### src/design/rfid_inventory_frame_dedup_macros.svh
// ----------------------------------------------------------------------------
// RFID inventory frame dedup - assertion macros
// Shared concurrent assertion shorthands, clocked on clk_i, off during reset.
// ----------------------------------------------------------------------------
`ifndef RFID_INVENTORY_FRAME_DEDUP_MACROS_SVH
`define RFID_INVENTORY_FRAME_DEDUP_MACROS_SVH

// same-cycle implication
`define RFD_ASSERT(lbl, ante, cons) \
  lbl: assert property (@(posedge clk_i) disable iff (!rst_ni) (ante) |-> (cons)) \
    else $error("rfd assertion failed");

// next-cycle implication
`define RFD_ASSERT_NEXT(lbl, ante, cons) \
  lbl: assert property (@(posedge clk_i) disable iff (!rst_ni) (ante) |=> (cons)) \
    else $error("rfd assertion failed");

`endif

### src/design/rfd_pkg.sv
// ----------------------------------------------------------------------------
// RFID inventory frame dedup - package
// Constants, codes and the command/status types shared by the block.
// ----------------------------------------------------------------------------
package rfd_pkg;

  localparam int MAX_TAG_ENTRIES = 16;
  localparam int MAX_EPC_BYTES   = 15;
  localparam int FRAME_LIMIT     = 64;
  localparam int HDR_LEN         = 5;
  localparam int EPC_OFFSET      = 8;
  localparam int PAYLOAD_OVH     = 5;

  localparam int SLOT_W  = 4;
  localparam int CNT_W   = 5;
  localparam int IDX_W   = 4;
  localparam int POS_W   = 7;
  localparam int MEM_DEPTH = MAX_TAG_ENTRIES * MAX_EPC_BYTES;
  localparam int ADDR_W  = $clog2(MEM_DEPTH);
  localparam int PADDR_W = 5;

  localparam logic [7:0] START_BYTE = 8'hBB;
  localparam logic [7:0] TAIL_BYTE  = 8'h7E;

  localparam logic [7:0]  RST_NOTIFY = 8'd2;
  localparam logic [7:0]  RST_INV    = 8'd34;
  localparam logic [15:0] RST_TOTAL  = 16'd3000;
  localparam logic [15:0] RST_IDLE   = 16'd500;
  localparam logic [9:0]  RST_GAP    = 10'd100;

  typedef enum logic [1:0] {
    ACT_BYTE  = 2'd0,
    ACT_TICK  = 2'd1,
    ACT_START = 2'd2
  } action_e;

  typedef enum logic [1:0] {
    CAUSE_NONE  = 2'd0,
    CAUSE_TOTAL = 2'd1,
    CAUSE_IDLE  = 2'd2,
    CAUSE_FULL  = 2'd3
  } cause_e;

  typedef enum logic [2:0] {
    REG_NOTIFY = 3'd0,
    REG_INV    = 3'd1,
    REG_TOTAL  = 3'd2,
    REG_IDLE   = 3'd3,
    REG_GAP    = 3'd4
  } reg_e;

  typedef struct packed {
    logic [7:0]  notify_type_code;
    logic [7:0]  inventory_code;
    logic [15:0] scan_limit_ms;
    logic [15:0] idle_scan_ms;
    logic [9:0]  byte_gap_ms;
  } cfg_t;

  typedef struct packed {
    logic             kind;
    logic [SLOT_W-1:0] tag_slot;
    logic [3:0]       epc_length;
    logic [IDX_W-1:0] byte_index;
    logic [7:0]       epc_byte;
    logic             checksum_bad;
    logic [1:0]       end_cause;
    logic [CNT_W-1:0] tags_found;
    logic             last;
  } out_t;

  typedef struct packed {
    logic take;
    logic srch_init;
    logic next_slot;
    logic next_byte;
    logic emit_init;
    logic emit_beat;
    logic fin_beat;
  } cmd_t;

  typedef struct packed {
    logic frame_go;
    logic fin_go;
    logic slot_done;
    logic len_match;
    logic len_zero;
    logic byte_eq;
    logic byte_last;
    logic out_free;
    logic tbl_full;
  } sts_t;

endpackage

### src/design/rfd_ctrl.sv
// ----------------------------------------------------------------------------
// RFID inventory frame dedup - controller
// Sequences input intake, the table search, tag emission and scan end.
// ----------------------------------------------------------------------------
`include "rfid_inventory_frame_dedup_macros.svh"

module rfd_ctrl
  import rfd_pkg::*;
(
  input  logic clk_i,
  input  logic rst_ni,
  input  sts_t sts_i,
  output cmd_t cmd_o,
  output logic in_ready_o,
  input  logic in_valid_i
);

  typedef enum logic [4:0] {
    ST_IDLE = 5'b00001,
    ST_RD   = 5'b00010,
    ST_CK   = 5'b00100,
    ST_EMIT = 5'b01000,
    ST_FIN  = 5'b10000
  } state_e;

  state_e state_q, state_d;

  always_comb begin
    state_d = state_q;
    cmd_o   = '0;
    in_ready_o = 1'b0;
    case (state_q)
      ST_IDLE: begin
        in_ready_o = 1'b1;
        cmd_o.take = 1'b1;
        if (sts_i.frame_go) begin
          cmd_o.srch_init = 1'b1;
          state_d = ST_RD;
        end else if (sts_i.fin_go) begin
          state_d = ST_FIN;
        end
      end
      ST_RD: begin
        if (sts_i.slot_done) begin
          cmd_o.emit_init = 1'b1;
          state_d = ST_EMIT;
        end else if (!sts_i.len_match) begin
          cmd_o.next_slot = 1'b1;
        end else if (sts_i.len_zero) begin
          state_d = ST_IDLE;
        end else begin
          state_d = ST_CK;
        end
      end
      ST_CK: begin
        if (!sts_i.byte_eq) begin
          cmd_o.next_slot = 1'b1;
          state_d = ST_RD;
        end else if (sts_i.byte_last) begin
          state_d = ST_IDLE;
        end else begin
          cmd_o.next_byte = 1'b1;
          state_d = ST_RD;
        end
      end
      ST_EMIT: begin
        if (sts_i.out_free) begin
          cmd_o.emit_beat = 1'b1;
          if (sts_i.byte_last) begin
            state_d = sts_i.tbl_full ? ST_FIN : ST_IDLE;
          end
        end
      end
      ST_FIN: begin
        if (sts_i.out_free) begin
          cmd_o.fin_beat = 1'b1;
          state_d = ST_IDLE;
        end
      end
      default: state_d = ST_IDLE;
    endcase
  end

  always_ff @(posedge clk_i or negedge rst_ni) begin
    if (!rst_ni) begin
      state_q <= ST_IDLE;
    end else begin
      state_q <= state_d;
    end
  end

  `RFD_ASSERT(a_beat_needs_room, cmd_o.emit_beat || cmd_o.fin_beat, sts_i.out_free)
  `RFD_ASSERT(a_ck_after_rd, state_q == ST_CK, $past(state_q) == ST_RD)
  `RFD_ASSERT_NEXT(a_fin_then_idle, cmd_o.fin_beat, state_q == ST_IDLE)
  `RFD_ASSERT_NEXT(a_frame_starts_search, in_valid_i && in_ready_o && sts_i.frame_go,
                   state_q == ST_RD)

endmodule

### config.mk
export PLATFORM = sky130hd
export DESIGN_NAME = rfd_ctrl
export DESIGN_NICKNAME = d
export VERILOG_FILES = /design/src/design/rfd_pkg.sv /design/src/design/rfd_ctrl.sv
export VERILOG_INCLUDE_DIRS = /design/src /design/src/design
export SDC_FILE = /design/constraint.sdc
export NUM_CORES = 1
export LEC_CHECK = 0
export BUFFER_PORTS_ARGS = -buffer_cell sky130_fd_sc_hd__buf_2
export CAP_MARGIN = 0
export CORE_AREA = 2 2 39 41
export CTS_CLUSTER_SIZE = 20
export DETAILED_ROUTE_END_ITERATION = 6
export DIE_AREA = 0 0 41 43
export GPL_TIMING_DRIVEN = 1
export MAX_ROUTING_LAYER = met4
export PLACE_DENSITY = 0.66
export SLEW_MARGIN = 20
export SYNTH_ARGS = -nofsm -noshare
export SYNTH_HDL_FRONTEND = slang
export SYNTH_SLANG_ARGS = --single-unit
### constraint.sdc
create_clock -name clk_i -period 2.5 [get_ports clk_i]
set_input_delay 0.625 -clock clk_i [delete_from_list [all_inputs] [get_ports clk_i]]
set_output_delay 0.625 -clock clk_i [all_outputs]
set_load 0.03 [all_outputs]
==> run summary, run 1 <==
clk_skew -> 9.344 ps
P_leak -> 0.2986 nW
register bit total from synthesis -> 5
Longest Clk Path Bufs -> 2
crit path cell chain -> or3_4 > or3b_4 > nor3_4 > o21bai_1 > buf_4
Initial Utilization -> 32.91%
ANT nets after route -> 0
die area -> 1763 um2
Netlist cell types -> 34
Netlist Area Pre-Place -> 455.4 um2
dpl hpwl -> 928.6 um
Synth Net Count -> 67
Seq/Total Area, Yosys -> 27.75%
Post-synth EDFFs -> 0
critical-path maximum fanout -> 4
Setup Crit Path Kind -> flop to primary output
vias in the first global route -> 443
clock root buffer -> clkbuf_4
clock transition at the registers of the reported paths -> 50 ps
worst setup margin -> -8.308 ps
die width -> 41 um
Max rail drop VDD -> 0.4348 mV
setup tns final -> -8.308 ps
worst hold path type -> input port to async pin
Post-CTS Hold Buffers -> 0
Top reg by flops -> state_q
Worst EP arrival -> 1880 ps
Max-Cap Viols -> 0
post-route insts no fill -> 93
switching share of power -> 47.16%
Slew @ Worst Pin -> 472.9 ps
clock power share -> 15.1%
number of flip-flops under the largest register name -> 5
CP Capture Type -> primary output
Residual DRC -> 0
Hold Slack -> 182.4 ps
failing checks -> setup timing
Sequential Power Share -> 23.5%
Period minus WS final -> 2508 ps
Core Rows -> 14
Die Ht -> 43 um
biggest regs -> state_q: 5 flops
Power, Total -> 615.7 uW
asr flop ratio synth -> 100.0%
syn avg cell area -> 8.281 um2
cells after synthesis -> 55
Placed Cells -> 89
H-tree depth -> 1
P_int -> 325.4 uW
routed via count -> 511
initial antenna violation count -> 0
R2R Setup Slk -> 770 ps
grt ovf -> 0
YS warnings -> 0
count of input and output buffers -> 18
top_reg_cell synth -> dfrtp_1
Final Max Slew Viols -> 0
Core ar. -> 1384 um2
CP Launch Type -> flop
Sink Count -> 5
top cell family by delay on the critical path -> simple AND/OR/NAND/NOR gates
routed length per instance -> 12.31 um
Worst EP required -> 1880 ps
CTS buffer count -> 3
clk_lat worst skew -> 240 ps
global-route wire length before repair -> 1.828 mm
DRT Pass-1 Iters -> 4
fraction of layout cells with a size suffix above 1 -> 40.26%
total wire length -> 1.145 mm
pre-CTS setup slack -> 172.6 ps
largest net degree at the start of global routing -> 10
Vias/cell -> 5.495
combinational share of power -> 61.4%
Final #Nets -> 90
fin crit share -> 100.3%
relative slew slack -> 68.06%
status -> finished, violations left
I/O pins -> 20
# diodes -> 0
RSZ-0062 raised after global routing -> yes
Post-CTS Setup Bufs -> 0
Worst path slowest cell -> or3b_4
Slowest Stage Delay on Critical Path -> 420 ps
PD cells -> 1015 nW/um2
GRT Util Overall -> 15.56%
final hold vios -> 0
Routability Congestion -> 0.8422
Worst Path Buf+Inv -> 1
final setup vio count -> 1
initial drt markers -> 28
f_max -> 0.3987 GHz
synth-to-layout area growth -> 33.24%
CTS tree -> built
Sw Pwr -> 290.4 uW
==> worst register-to-register path: cells and delay by family, from the launching register on <==
family / cells / cell delay [ps]
AO/OA/AOI/OAI: 1 / 90
buffers and inverters: 1 / 160
flip-flops: 1 / 370
AND/OR/NAND/NOR: 3 / 990
==> final cells by class <==
| cell class | instances | area, um2 |
|---|---|---|
| clock buffer | 4 | 26.28 |
| sequential | 5 | 126.4 |
| multi-input combinational | 43 | 294.0 |
| tap | 16 | 20.02 |
| timing repair buffer | 23 | 132.6 |
| inverter | 2 | 7.507 |
| fill | 141 | 777.0 |
==> routing by layer <==
layer	global-route usage, %	wire [um]
met5	-	0
met4	2.000	0
met3	8.377	100
met2	20.31	529
met1	21.78	515
==> cells in the mapped netlist, types with 2 or more instances <==
cell type / number / area share [%]
dfrtp_1: 4 / 22
nor3_2: 2 / 4.4
nor3_1: 2 / 2.2
inv_1: 2 / 1.6
nor4b_1: 2 / 3.8
nor2_1: 5 / 4.1
and2_1: 2 / 2.7
clkbuf_1: 2 / 1.6
or3_1: 2 / 2.7
a21oi_1: 4 / 4.4
nor3b_1: 2 / 3.3
buf_4: 2 / 3.3
nand2_1: 2 / 1.6
nand2b_1: 2 / 2.7
==> placed cells by master, fill, tap and decap left out, types with 2 or more instances in the layout <==
| master | count |
|---|---|
| nor4b_1 | 2 |
| nand2_1 | 2 |
| buf_4 | 7 |
| dfrtp_1 | 4 |
| a21oi_1 | 4 |
| nor3b_1 | 2 |
| and2_1 | 2 |
| clkbuf_4 | 3 |
| inv_1 | 2 |
| nand2b_1 | 2 |
| buf_2 | 16 |
| nor3_1 | 2 |
| nor2_1 | 5 |
| or3_1 | 2 |
==> stage by stage <==
step | utilization, % | area (um2)
floorplan | - | 455.4
global placement | 41.14 | 569.3
detailed placement | 41.14 | 569.3
CTS | 43.67 | 604.3
global route | 43.85 | 606.8
finish | 43.85 | 606.8
==> logic make-up after synthesis <==
logic type | count (synthesis) | share of synthesized area [%]
and+or+nand+nor | 30 | 43.13
xor gates and xnor gates | 1 | 1.923
buffers and inverters | 7 | 9.066
AOI/OAI and AO/OA | 12 | 18.13
DFF | 5 | 27.75
==> power groups by stage <==
stage          clock network (mW)  logic, mW  registers (mW)
6_report                   0.0930      0.378           0.145
5_1_grt                     0.108      0.419           0.148
4_1_cts                    0.0974      0.378           0.143
3_5_place_dp                    0      0.374           0.144
3_3_place_gp                    0      0.369           0.144
2_1_floorplan                   0      0.301           0.127
==> repair_timing <==
item | in CTS | in global routing
resized for setup | 2 | 2
pin swaps | 1 | 0
endpoints found under the setup margin | 1 | 2
==> path summary, 6_finish.rpt <==
path                            start         end  depth (start not counted)
setup / recovery           state_q[2]    cmd_o[4]                          5
hold / removal                 rst_ni  state_q[1]                          1
setup reg to reg           state_q[2]  state_q[4]                          5
hold reg to reg            state_q[4]  state_q[0]                          3
max in group asynchronous      rst_ni  state_q[0]                          1
min in group clk_i           sts_i[1]  state_q[4]                          2
Power figures use the tool's default switching activity.
==> run 2: changes to the inputs <==
- PLACE_DENSITY: 0.66 -> not set
==> run 2 against run 1 <==
  * The run now ends clean
  * Sequential cell count did not move
  * First-iteration DRC count fell by 57%
  * Register-to-register slack got worse by 40 ps
  * Hold slack improved by 3.0 ps
  * Total power fell by 0.89%
  * Via count fell by 0.59%
  * Largest power group unchanged
  * Combinational power fell by 6.1%
  * Clock skew fell by 3.1 ps
  * Critical path type unchanged
  * Critical endpoint unchanged
  * Non-clock buffer count fell by 1
  * Global-route usage rose by 0.83 points
  * Critical path depth did not move
==> run summary, run 2 (synthesis results as in run 1) <==
clock root buffer -> clkbuf_4
Setup Crit Path Kind -> flop to primary output
Period minus WS final -> 2493 ps
Post-DP Area -> 561.8 um2
Initial Utilization -> 32.91%
crit path cell chain -> or3_4 > or3b_4 > nor3_4 > o21bai_1 > buf_4
die area -> 1763 um2
post-route insts no fill -> 92
GRT Util Overall -> 16.39%
clock power share -> 15.3%
Post-CTS Hold Buffers -> 0
initial antenna violation count -> 0
final hold vios -> 0
P_leak -> 0.2935 nW
most frequent cells in the layout -> buf_2, nor2_1, buf_4
Placed Cells -> 88
clk_skew -> 6.216 ps
Max-Cap Viols -> 0
Routability Congestion -> 0.8163
critical-path maximum fanout -> 4
Slew @ Worst Pin -> 530.8 ps
Residual DRC -> 0
combinational share of power -> 58.2%
H-tree depth -> 1
final core utilization -> 43.13%
Hold Slack -> 185.4 ps
total wire length -> 1.219 mm
Sequential Power Share -> 26.5%
Die Ht -> 43 um
fraction of layout cells with a size suffix above 1 -> 39.47%
P_int -> 314.5 uW
met1 GRT Util -> 22.77%
relative slew slack -> 64.15%
Top reg by flops -> state_q
number of flip-flops under the largest register name -> 5
Sink Count -> 5
Slowest Stage Delay on Critical Path -> 410 ps
Worst EP required -> 1880 ps
PD cells -> 1023 nW/um2
Final Max Slew Viols -> 0
ANT nets after route -> 0
I/O pins -> 20
CTS buffer count -> 3
f_max -> 0.4011 GHz
count of input and output buffers -> 18
Sw Pwr -> 295.8 uW
CP Launch Type -> flop
fin crit share -> 99.73%
switching share of power -> 48.46%
CP Capture Type -> primary output
commonest non-fill, non-tap cell in the layout -> buf_2
Post-CTS Setup Bufs -> 0
biggest regs -> state_q: 5 flops
dpl hpwl -> 952.3 um
initial drt markers -> 12
RSZ-0062 raised after global routing -> yes
DRT Pass-1 Iters -> 4
vias in the first global route -> 450
synth-to-layout area growth -> 31.04%
worst hold path type -> input port to async pin
Core Rows -> 14
largest net degree at the start of global routing -> 10
routed via count -> 508
clk_lat worst skew -> 240 ps
layer with the highest usage -> met2
Vias/cell -> 5.522
# diodes -> 0
global-route wire length before repair -> 1.932 mm
Core ar. -> 1384 um2
die width -> 41 um
grt met2 use -> 23.13%
Worst path slowest cell -> or3_4
status -> complete, no violations
Longest Clk Path Bufs -> 2
CTS tree -> built
fin area -> 596.8 um2
clock transition at the registers of the reported paths -> 50 ps
routed length per instance -> 13.25 um
Max rail drop VDD -> 0.2733 mV
final setup vio count -> 0
grt met3 use -> 3.665%
grt ovf -> 0
Final #Nets -> 89
Worst EP arrival -> 1870 ps
-- run 2: critical path: cells and delay by family, from the launching register on --
kind,cells,cell delay [ps]
compound gates,1,130
buf+inv,1,180
flops,1,370
simple gates,3,960
-- run 2: worst paths after layout --
check                                start          to  slack, ps  cells after the start
worst max register to register  state_q[2]  state_q[4]        730                      4
worst min-delay path                rst_ni  state_q[1]        190                      1
max in group asynchronous           rst_ni  state_q[0]       2110                      1
worst min register to register  state_q[2]  state_q[0]        700                      3
worst max-delay path            state_q[2]    cmd_o[4]          7                      5
min in group clk_i                sts_i[4]  state_q[2]        650                      3
-- run 2: repair_timing --
item / CTS / global route
gates resized for setup: 2 / 0
setup endpoints to repair: 1 / 1
pin swaps: 1 / 0
-- run 2: stage by stage --
step	TNS [ps]	setup WS, ps	power, mW
floorplan	0	48.66	0.4283
global placement	0	189.4	0.5075
detailed placement	0	177.4	0.5115
CTS	-8.611	-8.611	0.6104
global route	-74.49	-74.49	0.6604
finish	0	6.669	0.6103
-- run 2: final cells by class --
type | count | area [um2]
fillers | 151 | 787.0
multi-input cells | 43 | 294.0
flip-flops and latches | 5 | 126.4
repair buffers | 22 | 122.6
clock buffers | 4 | 26.28
well taps | 16 | 20.02
inverters | 2 | 7.507
-- run 2: layer usage --
layer / wire [um] / part of all wire [%]
met1: 576 / 47
met5: 0 / 0
met3: 60 / 4.9
met4: 0 / 0
met2: 582 / 48
-- run 2: power groups by stage --
| stage | Clock [mW] | Sequential (mW) | Combinational [mW] |
|---|---|---|---|
| 4_1_cts | 0.0936 | 0.159 | 0.357 |
| 3_5_place_dp | 0 | 0.160 | 0.352 |
| 3_3_place_gp | 0 | 0.162 | 0.345 |
| 6_report | 0.0932 | 0.162 | 0.355 |
| 5_1_grt | 0.0991 | 0.167 | 0.394 |
| 2_1_floorplan | 0 | 0.127 | 0.301 |
