===== config.mk =====
export PLATFORM = sky130hd
export DESIGN_NAME = rfd_datapath
export DESIGN_NICKNAME = d
export VERILOG_FILES = /design/src/design/rfid_inventory_frame_dedup_macros.svh /design/src/design/rfd_pkg.sv /design/src/design/rfd_datapath.sv
export SDC_FILE = /design/constraint.sdc
export NUM_CORES = 2
export LEC_CHECK = 0
export ABC_AREA = 1
export BUFFER_PORTS_ARGS = -buffer_cell sky130_fd_sc_hd__buf_2
export CORE_UTILIZATION = 41
export DETAILED_ROUTE_END_ITERATION = 6
export PLACE_DENSITY_LB_ADDON = 0.25
export SYNTH_ARGS = -nofsm -noshare
export SYNTH_HDL_FRONTEND = slang
export SYNTH_SLANG_ARGS = --single-unit

===== constraint.sdc =====
create_clock -name clk_i -period 6.9 [get_ports clk_i]
set_input_delay 1.38 -clock clk_i [delete_from_list [all_inputs] [get_ports clk_i]]
set_output_delay 1.38 -clock clk_i [all_outputs]
set_load 0.01 [all_outputs]

===== src/design/rfid_inventory_frame_dedup_macros.svh =====
// ----------------------------------------------------------------------------
// RFID inventory frame dedup - assertion macros
// Shared concurrent assertion shorthands, clocked on clk_i, off during reset.
// ----------------------------------------------------------------------------
`ifndef RFID_INVENTORY_FRAME_DEDUP_MACROS_SVH
`define RFID_INVENTORY_FRAME_DEDUP_MACROS_SVH

// same-cycle implication
`define RFD_ASSERT(lbl, ante, cons) \
  lbl: assert property (@(posedge clk_i) disable iff (!rst_ni) (ante) |-> (cons)) \
    else $error("rfd assertion failed");

// next-cycle implication
`define RFD_ASSERT_NEXT(lbl, ante, cons) \
  lbl: assert property (@(posedge clk_i) disable iff (!rst_ni) (ante) |=> (cons)) \
    else $error("rfd assertion failed");

`endif


===== src/design/rfd_pkg.sv =====
// ----------------------------------------------------------------------------
// RFID inventory frame dedup - package
// Constants, codes and the command/status types shared by the block.
// ----------------------------------------------------------------------------
package rfd_pkg;

  localparam int MAX_TAG_ENTRIES = 16;
  localparam int MAX_EPC_BYTES   = 15;
  localparam int FRAME_LIMIT     = 64;
  localparam int HDR_LEN         = 5;
  localparam int EPC_OFFSET      = 8;
  localparam int PAYLOAD_OVH     = 5;

  localparam int SLOT_W  = 4;
  localparam int CNT_W   = 5;
  localparam int IDX_W   = 4;
  localparam int POS_W   = 7;
  localparam int MEM_DEPTH = MAX_TAG_ENTRIES * MAX_EPC_BYTES;
  localparam int ADDR_W  = $clog2(MEM_DEPTH);
  localparam int PADDR_W = 5;

  localparam logic [7:0] START_BYTE = 8'hBB;
  localparam logic [7:0] TAIL_BYTE  = 8'h7E;

  localparam logic [7:0]  RST_NOTIFY = 8'd2;
  localparam logic [7:0]  RST_INV    = 8'd34;
  localparam logic [15:0] RST_TOTAL  = 16'd3000;
  localparam logic [15:0] RST_IDLE   = 16'd500;
  localparam logic [9:0]  RST_GAP    = 10'd100;

  typedef enum logic [1:0] {
    ACT_BYTE  = 2'd0,
    ACT_TICK  = 2'd1,
    ACT_START = 2'd2
  } action_e;

  typedef enum logic [1:0] {
    CAUSE_NONE  = 2'd0,
    CAUSE_TOTAL = 2'd1,
    CAUSE_IDLE  = 2'd2,
    CAUSE_FULL  = 2'd3
  } cause_e;

  typedef enum logic [2:0] {
    REG_NOTIFY = 3'd0,
    REG_INV    = 3'd1,
    REG_TOTAL  = 3'd2,
    REG_IDLE   = 3'd3,
    REG_GAP    = 3'd4
  } reg_e;

  typedef struct packed {
    logic [7:0]  notify_type_code;
    logic [7:0]  inventory_code;
    logic [15:0] scan_limit_ms;
    logic [15:0] idle_scan_ms;
    logic [9:0]  byte_gap_ms;
  } cfg_t;

  typedef struct packed {
    logic             kind;
    logic [SLOT_W-1:0] tag_slot;
    logic [3:0]       epc_length;
    logic [IDX_W-1:0] byte_index;
    logic [7:0]       epc_byte;
    logic             checksum_bad;
    logic [1:0]       end_cause;
    logic [CNT_W-1:0] tags_found;
    logic             last;
  } out_t;

  typedef struct packed {
    logic take;
    logic srch_init;
    logic next_slot;
    logic next_byte;
    logic emit_init;
    logic emit_beat;
    logic fin_beat;
  } cmd_t;

  typedef struct packed {
    logic frame_go;
    logic fin_go;
    logic slot_done;
    logic len_match;
    logic len_zero;
    logic byte_eq;
    logic byte_last;
    logic out_free;
    logic tbl_full;
  } sts_t;

endpackage


===== src/design/rfd_datapath.sv =====
// ----------------------------------------------------------------------------
// RFID inventory frame dedup - datapath
// Frame gathering, scan timers, tag table memory and result register.
// ----------------------------------------------------------------------------
module rfd_datapath
  import rfd_pkg::*;
(
  input  logic       clk_i,
  input  logic       rst_ni,
  input  cfg_t       cfg_i,
  input  cmd_t       cmd_i,
  output sts_t       sts_o,
  input  logic       in_valid_i,
  input  logic [1:0] action_i,
  input  logic [7:0] rx_byte_i,
  output logic       out_valid_o,
  output out_t       out_data_o,
  input  logic       out_ready_i
);

  logic             scanning_q;
  logic [POS_W-1:0] fp_q;
  logic [7:0]       hdr_q [HDR_LEN];
  logic [7:0]       sum_q;
  logic             bad_q;
  logic [7:0]       epc_q [MAX_EPC_BYTES];
  logic [3:0]       tlen_q [MAX_TAG_ENTRIES];
  logic [CNT_W-1:0] tcnt_q;
  logic [15:0]      elap_q, since_q;
  logic [9:0]       gap_q;
  logic [1:0]       cause_q;
  logic [3:0]       len_q;
  logic [SLOT_W-1:0] s_q;
  logic [IDX_W-1:0] i_q;
  logic [7:0]       mem [MEM_DEPTH];
  logic [7:0]       rdata_q;
  logic             ovalid_q;
  out_t             odata_q;

  logic        take, is_byte, is_tick, is_start;
  logic [15:0] pl, elap_inc, since_inc;
  logic [16:0] p_ext, p5pl;
  logic [9:0]  gap_inc;
  logic        gap_drop, fin_total, fin_idle;
  logic        in_hdr, in_pay, at_sum, hdr_bad4, epc_wr, pl_ok, full;
  logic [IDX_W-1:0] epc_idx;
  logic [ADDR_W-1:0] addr;
  logic [7:0]  b;

  always_comb begin
    b        = rx_byte_i;
    take     = cmd_i.take && in_valid_i;
    is_start = take && (action_i == ACT_START);
    is_byte  = take && scanning_q && (action_i == ACT_BYTE);
    is_tick  = take && scanning_q && (action_i == ACT_TICK);
    pl       = {hdr_q[3], hdr_q[4]};
    p_ext    = 17'(fp_q);
    p5pl     = 17'(HDR_LEN) + 17'(pl);
    in_hdr   = fp_q < POS_W'(HDR_LEN);
    in_pay   = !in_hdr && (p_ext < p5pl);
    at_sum   = !in_hdr && (p_ext == p5pl);
    hdr_bad4 = (hdr_q[0] != START_BYTE) ||
               ((17'd7 + 17'({hdr_q[3], b})) > 17'(FRAME_LIMIT));
    epc_wr   = in_pay && (fp_q >= POS_W'(EPC_OFFSET)) &&
               ((fp_q - POS_W'(EPC_OFFSET)) < POS_W'(MAX_EPC_BYTES));
    epc_idx  = IDX_W'(fp_q - POS_W'(EPC_OFFSET));
    pl_ok    = (pl >= 16'(PAYLOAD_OVH)) && (pl <= 16'(PAYLOAD_OVH + MAX_EPC_BYTES));
    elap_inc = (elap_q == 16'hFFFF) ? elap_q : elap_q + 16'd1;
    since_inc = (since_q == 16'hFFFF) ? since_q : since_q + 16'd1;
    gap_inc  = (gap_q == 10'h3FF) ? gap_q : gap_q + 10'd1;
    gap_drop = (fp_q != '0) && (gap_inc >= cfg_i.byte_gap_ms);
    fin_total = elap_inc >= cfg_i.scan_limit_ms;
    fin_idle  = since_inc >= cfg_i.idle_scan_ms;
    full     = tcnt_q == CNT_W'(MAX_TAG_ENTRIES);
    addr     = ADDR_W'(s_q) * ADDR_W'(MAX_EPC_BYTES) + ADDR_W'(i_q);

    sts_o.fin_go    = is_tick && (fin_total || fin_idle);
    sts_o.frame_go  = is_byte && !in_hdr && !in_pay && !at_sum && (b == TAIL_BYTE) &&
                      (hdr_q[1] == cfg_i.notify_type_code) &&
                      (hdr_q[2] == cfg_i.inventory_code) && pl_ok &&
                      (tcnt_q < CNT_W'(MAX_TAG_ENTRIES));
    sts_o.slot_done = {1'b0, s_q} == tcnt_q;
    sts_o.len_match = tlen_q[s_q] == len_q;
    sts_o.len_zero  = len_q == 4'd0;
    sts_o.byte_eq   = rdata_q == epc_q[i_q];
    sts_o.byte_last = (len_q == 4'd0) || (i_q == IDX_W'(len_q - 4'd1));
    sts_o.out_free  = !ovalid_q || out_ready_i;
    sts_o.tbl_full  = full;
  end

  // frame, timer and table control state
  always_ff @(posedge clk_i or negedge rst_ni) begin
    if (!rst_ni) begin
      scanning_q <= 1'b0;
      fp_q       <= '0;
      sum_q      <= '0;
      bad_q      <= 1'b0;
      tcnt_q     <= '0;
      elap_q     <= '0;
      since_q    <= '0;
      gap_q      <= '0;
      cause_q    <= CAUSE_NONE;
    end else if (cmd_i.fin_beat) begin
      scanning_q <= 1'b0;
      fp_q       <= '0;
    end else if (cmd_i.emit_init) begin
      tcnt_q  <= tcnt_q + CNT_W'(1);
      since_q <= '0;
      cause_q <= CAUSE_FULL;
    end else if (is_start) begin
      scanning_q <= 1'b1;
      fp_q       <= '0;
      sum_q      <= '0;
      bad_q      <= 1'b0;
      tcnt_q     <= '0;
      elap_q     <= '0;
      since_q    <= '0;
      gap_q      <= '0;
    end else if (is_byte) begin
      gap_q <= '0;
      if (in_hdr) begin
        fp_q  <= fp_q + POS_W'(1);
        sum_q <= (fp_q == '0) ? 8'h00 : sum_q + b;
        if ((fp_q == POS_W'(HDR_LEN - 1)) && hdr_bad4) begin
          fp_q <= '0;
        end
      end else if (in_pay) begin
        sum_q <= sum_q + b;
        fp_q  <= fp_q + POS_W'(1);
      end else if (at_sum) begin
        bad_q <= b != sum_q;
        fp_q  <= fp_q + POS_W'(1);
      end else begin
        fp_q <= '0;
      end
    end else if (is_tick) begin
      elap_q  <= elap_inc;
      since_q <= since_inc;
      cause_q <= fin_total ? CAUSE_TOTAL : CAUSE_IDLE;
      if (fp_q != '0) begin
        if (gap_drop) begin
          fp_q  <= '0;
          gap_q <= '0;
        end else begin
          gap_q <= gap_inc;
        end
      end
    end
  end

  // header and EPC capture, search counters
  always_ff @(posedge clk_i) begin
    if (is_byte && in_hdr) begin
      hdr_q[fp_q[2:0]] <= b;
    end
    if (is_byte && epc_wr) begin
      epc_q[epc_idx] <= b;
    end
    if (sts_o.frame_go) begin
      len_q <= 4'(pl - 16'(PAYLOAD_OVH));
    end
    if (cmd_i.emit_init) begin
      tlen_q[s_q] <= len_q;
    end
    if (cmd_i.srch_init) begin
      s_q <= '0;
      i_q <= '0;
    end else if (cmd_i.next_slot) begin
      s_q <= s_q + SLOT_W'(1);
      i_q <= '0;
    end else if (cmd_i.next_byte || cmd_i.emit_beat) begin
      i_q <= i_q + IDX_W'(1);
    end else if (cmd_i.emit_init) begin
      i_q <= '0;
    end
  end

  // tag table memory
  always_ff @(posedge clk_i) begin
    if (cmd_i.emit_beat && !sts_o.len_zero) begin
      mem[addr] <= epc_q[i_q];
    end
    rdata_q <= mem[addr];
  end

  // result register
  always_ff @(posedge clk_i or negedge rst_ni) begin
    if (!rst_ni) begin
      ovalid_q <= 1'b0;
    end else if (cmd_i.emit_beat || cmd_i.fin_beat) begin
      ovalid_q <= 1'b1;
    end else if (out_ready_i) begin
      ovalid_q <= 1'b0;
    end
  end

  always_ff @(posedge clk_i) begin
    if (cmd_i.emit_beat) begin
      odata_q.kind         <= 1'b0;
      odata_q.tag_slot     <= s_q;
      odata_q.epc_length   <= len_q;
      odata_q.byte_index   <= i_q;
      odata_q.epc_byte     <= sts_o.len_zero ? 8'h00 : epc_q[i_q];
      odata_q.checksum_bad <= bad_q;
      odata_q.end_cause    <= CAUSE_NONE;
      odata_q.tags_found   <= tcnt_q;
      odata_q.last         <= sts_o.byte_last && !full;
    end else if (cmd_i.fin_beat) begin
      odata_q.kind         <= 1'b1;
      odata_q.tag_slot     <= '0;
      odata_q.epc_length   <= '0;
      odata_q.byte_index   <= '0;
      odata_q.epc_byte     <= '0;
      odata_q.checksum_bad <= 1'b0;
      odata_q.end_cause    <= cause_q;
      odata_q.tags_found   <= tcnt_q;
      odata_q.last         <= 1'b1;
    end
  end

  assign out_valid_o = ovalid_q;
  assign out_data_o  = odata_q;

endmodule


==> summary.txt <==
Run status
  – Outcome: finished clean

Clock tree
  – Post-CTS Hold Buffers: 0
  – Clk slew on worst S/H paths: 0.07 ns
  – CTS tree: yes
  – Total CTS buffers: 224
  – Total clock sinks: 2269
  – # resized after CTS: 0
  – Worst-Skew Late Latency: 0.90 ns
  – CTS H-tree lvls: 4
  – CTS max path bufs: 3
  – Post-CTS Repair Setup Buffers: 0
  – Clk root buf: clkbuf_16

Power and ir drop
  – Worst vdd ir: 0.199 mV
  – Leak pwr: 36.6 nW
  – PwrDens: 310 mW/mm²

Min path
  – Min-Delay Path Depth: 2
  – Min-Delay Path Class: reg2reg

Detailed routing
  – Total number of vias: 59600
  – DR pass1 iterations: 6
  – Vias/cell: 5.55
  – Iteration-0 DRC Markers: 6621
  – Routed wire per std cell: 24.4 µm
  – Remaining antenna violation count: 0
  – DRC viols: 0
  – DRT Wirelength: 262000 µm

Placed design
  – Gpl congestion: 0.922
  – DP Area: 0.0964 mm²
  – Port-buffer cells: 118
  – Post-DP HPWL: 160000 µm

Logic synthesis
  – Combinational family with the most area after synthesis: simple AND/OR/NAND/NOR gates
  – Cells after Synth: 7436
  – Count leader, synth: nand2_1
  – Post-synthesis compound-gate area fraction: 6.43%
  – Main synth FF type: edfxtp_1
  – Synth cell types: 54
  – Post-synth EDFFs: 2175
  – Largest cells by area after synthesis: edfxtp_1 (71%), nand2_1 (9.3%), a22oi_1 (3.9%)
  – Post-Syn Area per Cell: 12.4 µm²
  – Leading area contributor after synthesis: edfxtp_1
  – Synth Area in Simple Gates: 15.3%
  – Post-synthesis register bit count: 2269
  – Synth Cell Area: 0.0922 mm²
  – Yosys top cell area share: 70.9%
  – Sequential area share after synthesis: 73.3%
  – Post-Synth XOR/XNOR Area: 0.637%
  – Mapped Nets: 7622
  – Post-synth top cells: nand2_1 (2286), edfxtp_1 (2175), nor2_1 (662), a22oi_1 (479), inv_1 (273)
  – Ys async rst share: 2.95%
  – Proportion of synthesized area in mux cells: 0%
  – Post-synthesis adder-cell area fraction: 1.52%
  – Warnings from Yosys: 0

Timing
  – Worst Max-Slew Pin Slew: 1.42 ns
  – Tmin final: 6.07 ns
  – Final period utilization: 88.0%
  – Slew Limit Fails: 0
  – Clock skew: 0.0822 ns
  – Rel. slew slack: 4.78%
  – Unrepaired setup endpoints after global routing: false
  – Setup TNS: 0 ns
  – Hold Violations, Final: 0
  – FMAX: 0.165 GHz
  – Final Setup Violations: 0

Critical path
  – WP data arrival: 6.52 ns
  – CP startpoint kind: register
  – Critical path type: reg2reg
  – WP data required: 7.35 ns
  – CP endpoint kind: register
  – Worst r2r path cells: 14
  – Crit Path Max Fanout: 18

Global routing
  – First-pass GRT wire length: 388000 µm
  – Number of global-route vias before repair: 58300
  – Largest net degree at the start of global routing: 195
  – Overflow after GRT: 0
  – Initial antenna violation count: 7
  – Overall Global Routing Usage: 22.8%

Floorplanning
  – I/O pin cnt: 119
  – Width of the chip: 476 µm
  – Initial Utilization: 41.4%
  – Core area: 0.223 mm²
  – Die Y: 476 µm
  – Die area: 0.227 mm²
  – Row cnt: 173

Final layout
  – Post-layout util: 46.6%
  – Fin area: 0.104 mm²
  – Fin nets: 7749
  – Fill cell count: 19800
  – Fraction of layout cells with a size suffix above 1: 8.20%
  – Area Overhead vs Synth: 12.6%

Flow run
  – # Max-Cap Violations: 0
[critical path: stages, from the launching register on]
cell      delay (ns)
dfxtp_1         0.68
fa_1            0.51
inv_1           0.13
fa_1            0.53
fa_1            0.53
inv_1           0.05
ha_1            0.36
a21oi_1         0.26
nand2b_1        0.19
nand3_1         0.10
nand2_1         0.07
nand2_1         0.13
nor2_2          0.51
nand2_1         0.67
nor2_1          0.87
[per-stage QoR]
step / power [W] / hold WS [ns] / worst slack, ns / cells
floorplan: 0.0181 / 0.442 / 0.682 / 7436
global placement: 0.0200 / 0.441 / 1.08 / 10300
detailed placement: 0.0200 / 0.455 / 0.977 / 10300
CTS: 0.0323 / 0.471 / 0.861 / 10700
global route: 0.0331 / 0.510 / 0.498 / 10700
finish: 0.0322 / 0.462 / 0.830 / 10700
[cell type report]
cell class	instances	area [µm²]	area share [%]
diodes	2	5.00	0.00482
clock buffers	271	5860	5.65
clock inverters	146	1610	1.55
inverters	283	1070	1.03
multi-input cells	4528	22100	21.3
flip-flops and latches	2269	67500	65.0
well taps	2975	3720	3.58
repair buffers	257	1970	1.90
[final timing paths]
kind | start | endpoint | slack, ns
worst max register to register | s_q[2]$_SDFFE_PP0P_ | mem[164][6]$_DFFE_PP_ | 0.83
max in group asynchronous | rst_ni | since_q[7]$_DFFE_PN0P_ | 5.46
worst min-delay path | out_data_o[29]$_SDFFE_PP0P_ | out_data_o[29]$_SDFFE_PP0P_ | 0.46
worst min register to register | out_data_o[29]$_SDFFE_PP0P_ | out_data_o[29]$_SDFFE_PP0P_ | 0.46
min in group asynchronous | rst_ni | gap_q[7]$_DFFE_PN0P_ | 0.67
worst max-delay path | s_q[2]$_SDFFE_PP0P_ | mem[164][6]$_DFFE_PP_ | 0.83
[layout by cell type, fill, tap and decap left out, types with 7 or more instances in the layout]
| cell | count |
|---|---|
| nor4_1 | 10 |
| nand2_4 | 8 |
| dfrtp_1 | 67 |
| nor2_4 | 8 |
| o21ai_1 | 8 |
| nand2_1 | 2272 |
| fa_1 | 8 |
| a22oi_1 | 479 |
| clkinv_1 | 59 |
| inv_1 | 273 |
| nor2_1 | 661 |
| nand3_1 | 164 |
| nand2_2 | 15 |
| nand4_1 | 266 |
| xor2_1 | 55 |
| a21boi_0 | 9 |
| o211ai_1 | 33 |
| o21ai_0 | 202 |
| nor2_2 | 7 |
| xnor2_1 | 12 |
| dfxtp_1 | 26 |
| bufinv_16 | 26 |
| clkbuf_16 | 225 |
| buf_4 | 112 |
| edfxtp_1 | 2175 |
| clkbuf_1 | 40 |
| o221ai_1 | 9 |
| a21oi_1 | 108 |
| buf_12 | 27 |
| buf_2 | 118 |
| ha_1 | 98 |
| clkinv_2 | 37 |
| nor3_1 | 33 |
| o22ai_1 | 20 |
[cell families after synthesis]
logic type,count (synthesis)
buf+inv,639
simple gates,3459
xor+xnor,67
flops,2269
fa+ha+maj,107
compound gates,895
[power by group]
group	switching [W]	internal [W]	total (W)
logic	0.00329	0.00109	0.00438
registers	0.000125	0.0153	0.0154
clock network	0.00535	0.00705	0.0124
[per-layer routing]
metal	vias up	track usage [%]	wire length [µm]
met4	6	7.16	7830
met1	29800	31.8	111000
met2	2550	36.3	122000
met5	-	0	44
met3	419	3.93	21400
li1	26800	-	-
[flip-flops by register name, summed over array words and instances (netlist names), 2 cells and up, named ones only]
| register | flops |
|---|---|
| cause_q | 2 |
| elap_q | 16 |
| epc_q | 120 |
| fp_q | 7 |
| gap_q | 10 |
| hdr_q | 40 |
| i_q | 4 |
| len_q | 4 |
| mem | 1920 |
| out_data_o | 30 |
| rdata_q | 8 |
| s_q | 4 |
| since_q | 16 |
| sum_q | 8 |
| tcnt_q | 5 |
| tlen_q | 64 |
Note: power is estimated with default switching activity, not from simulation.
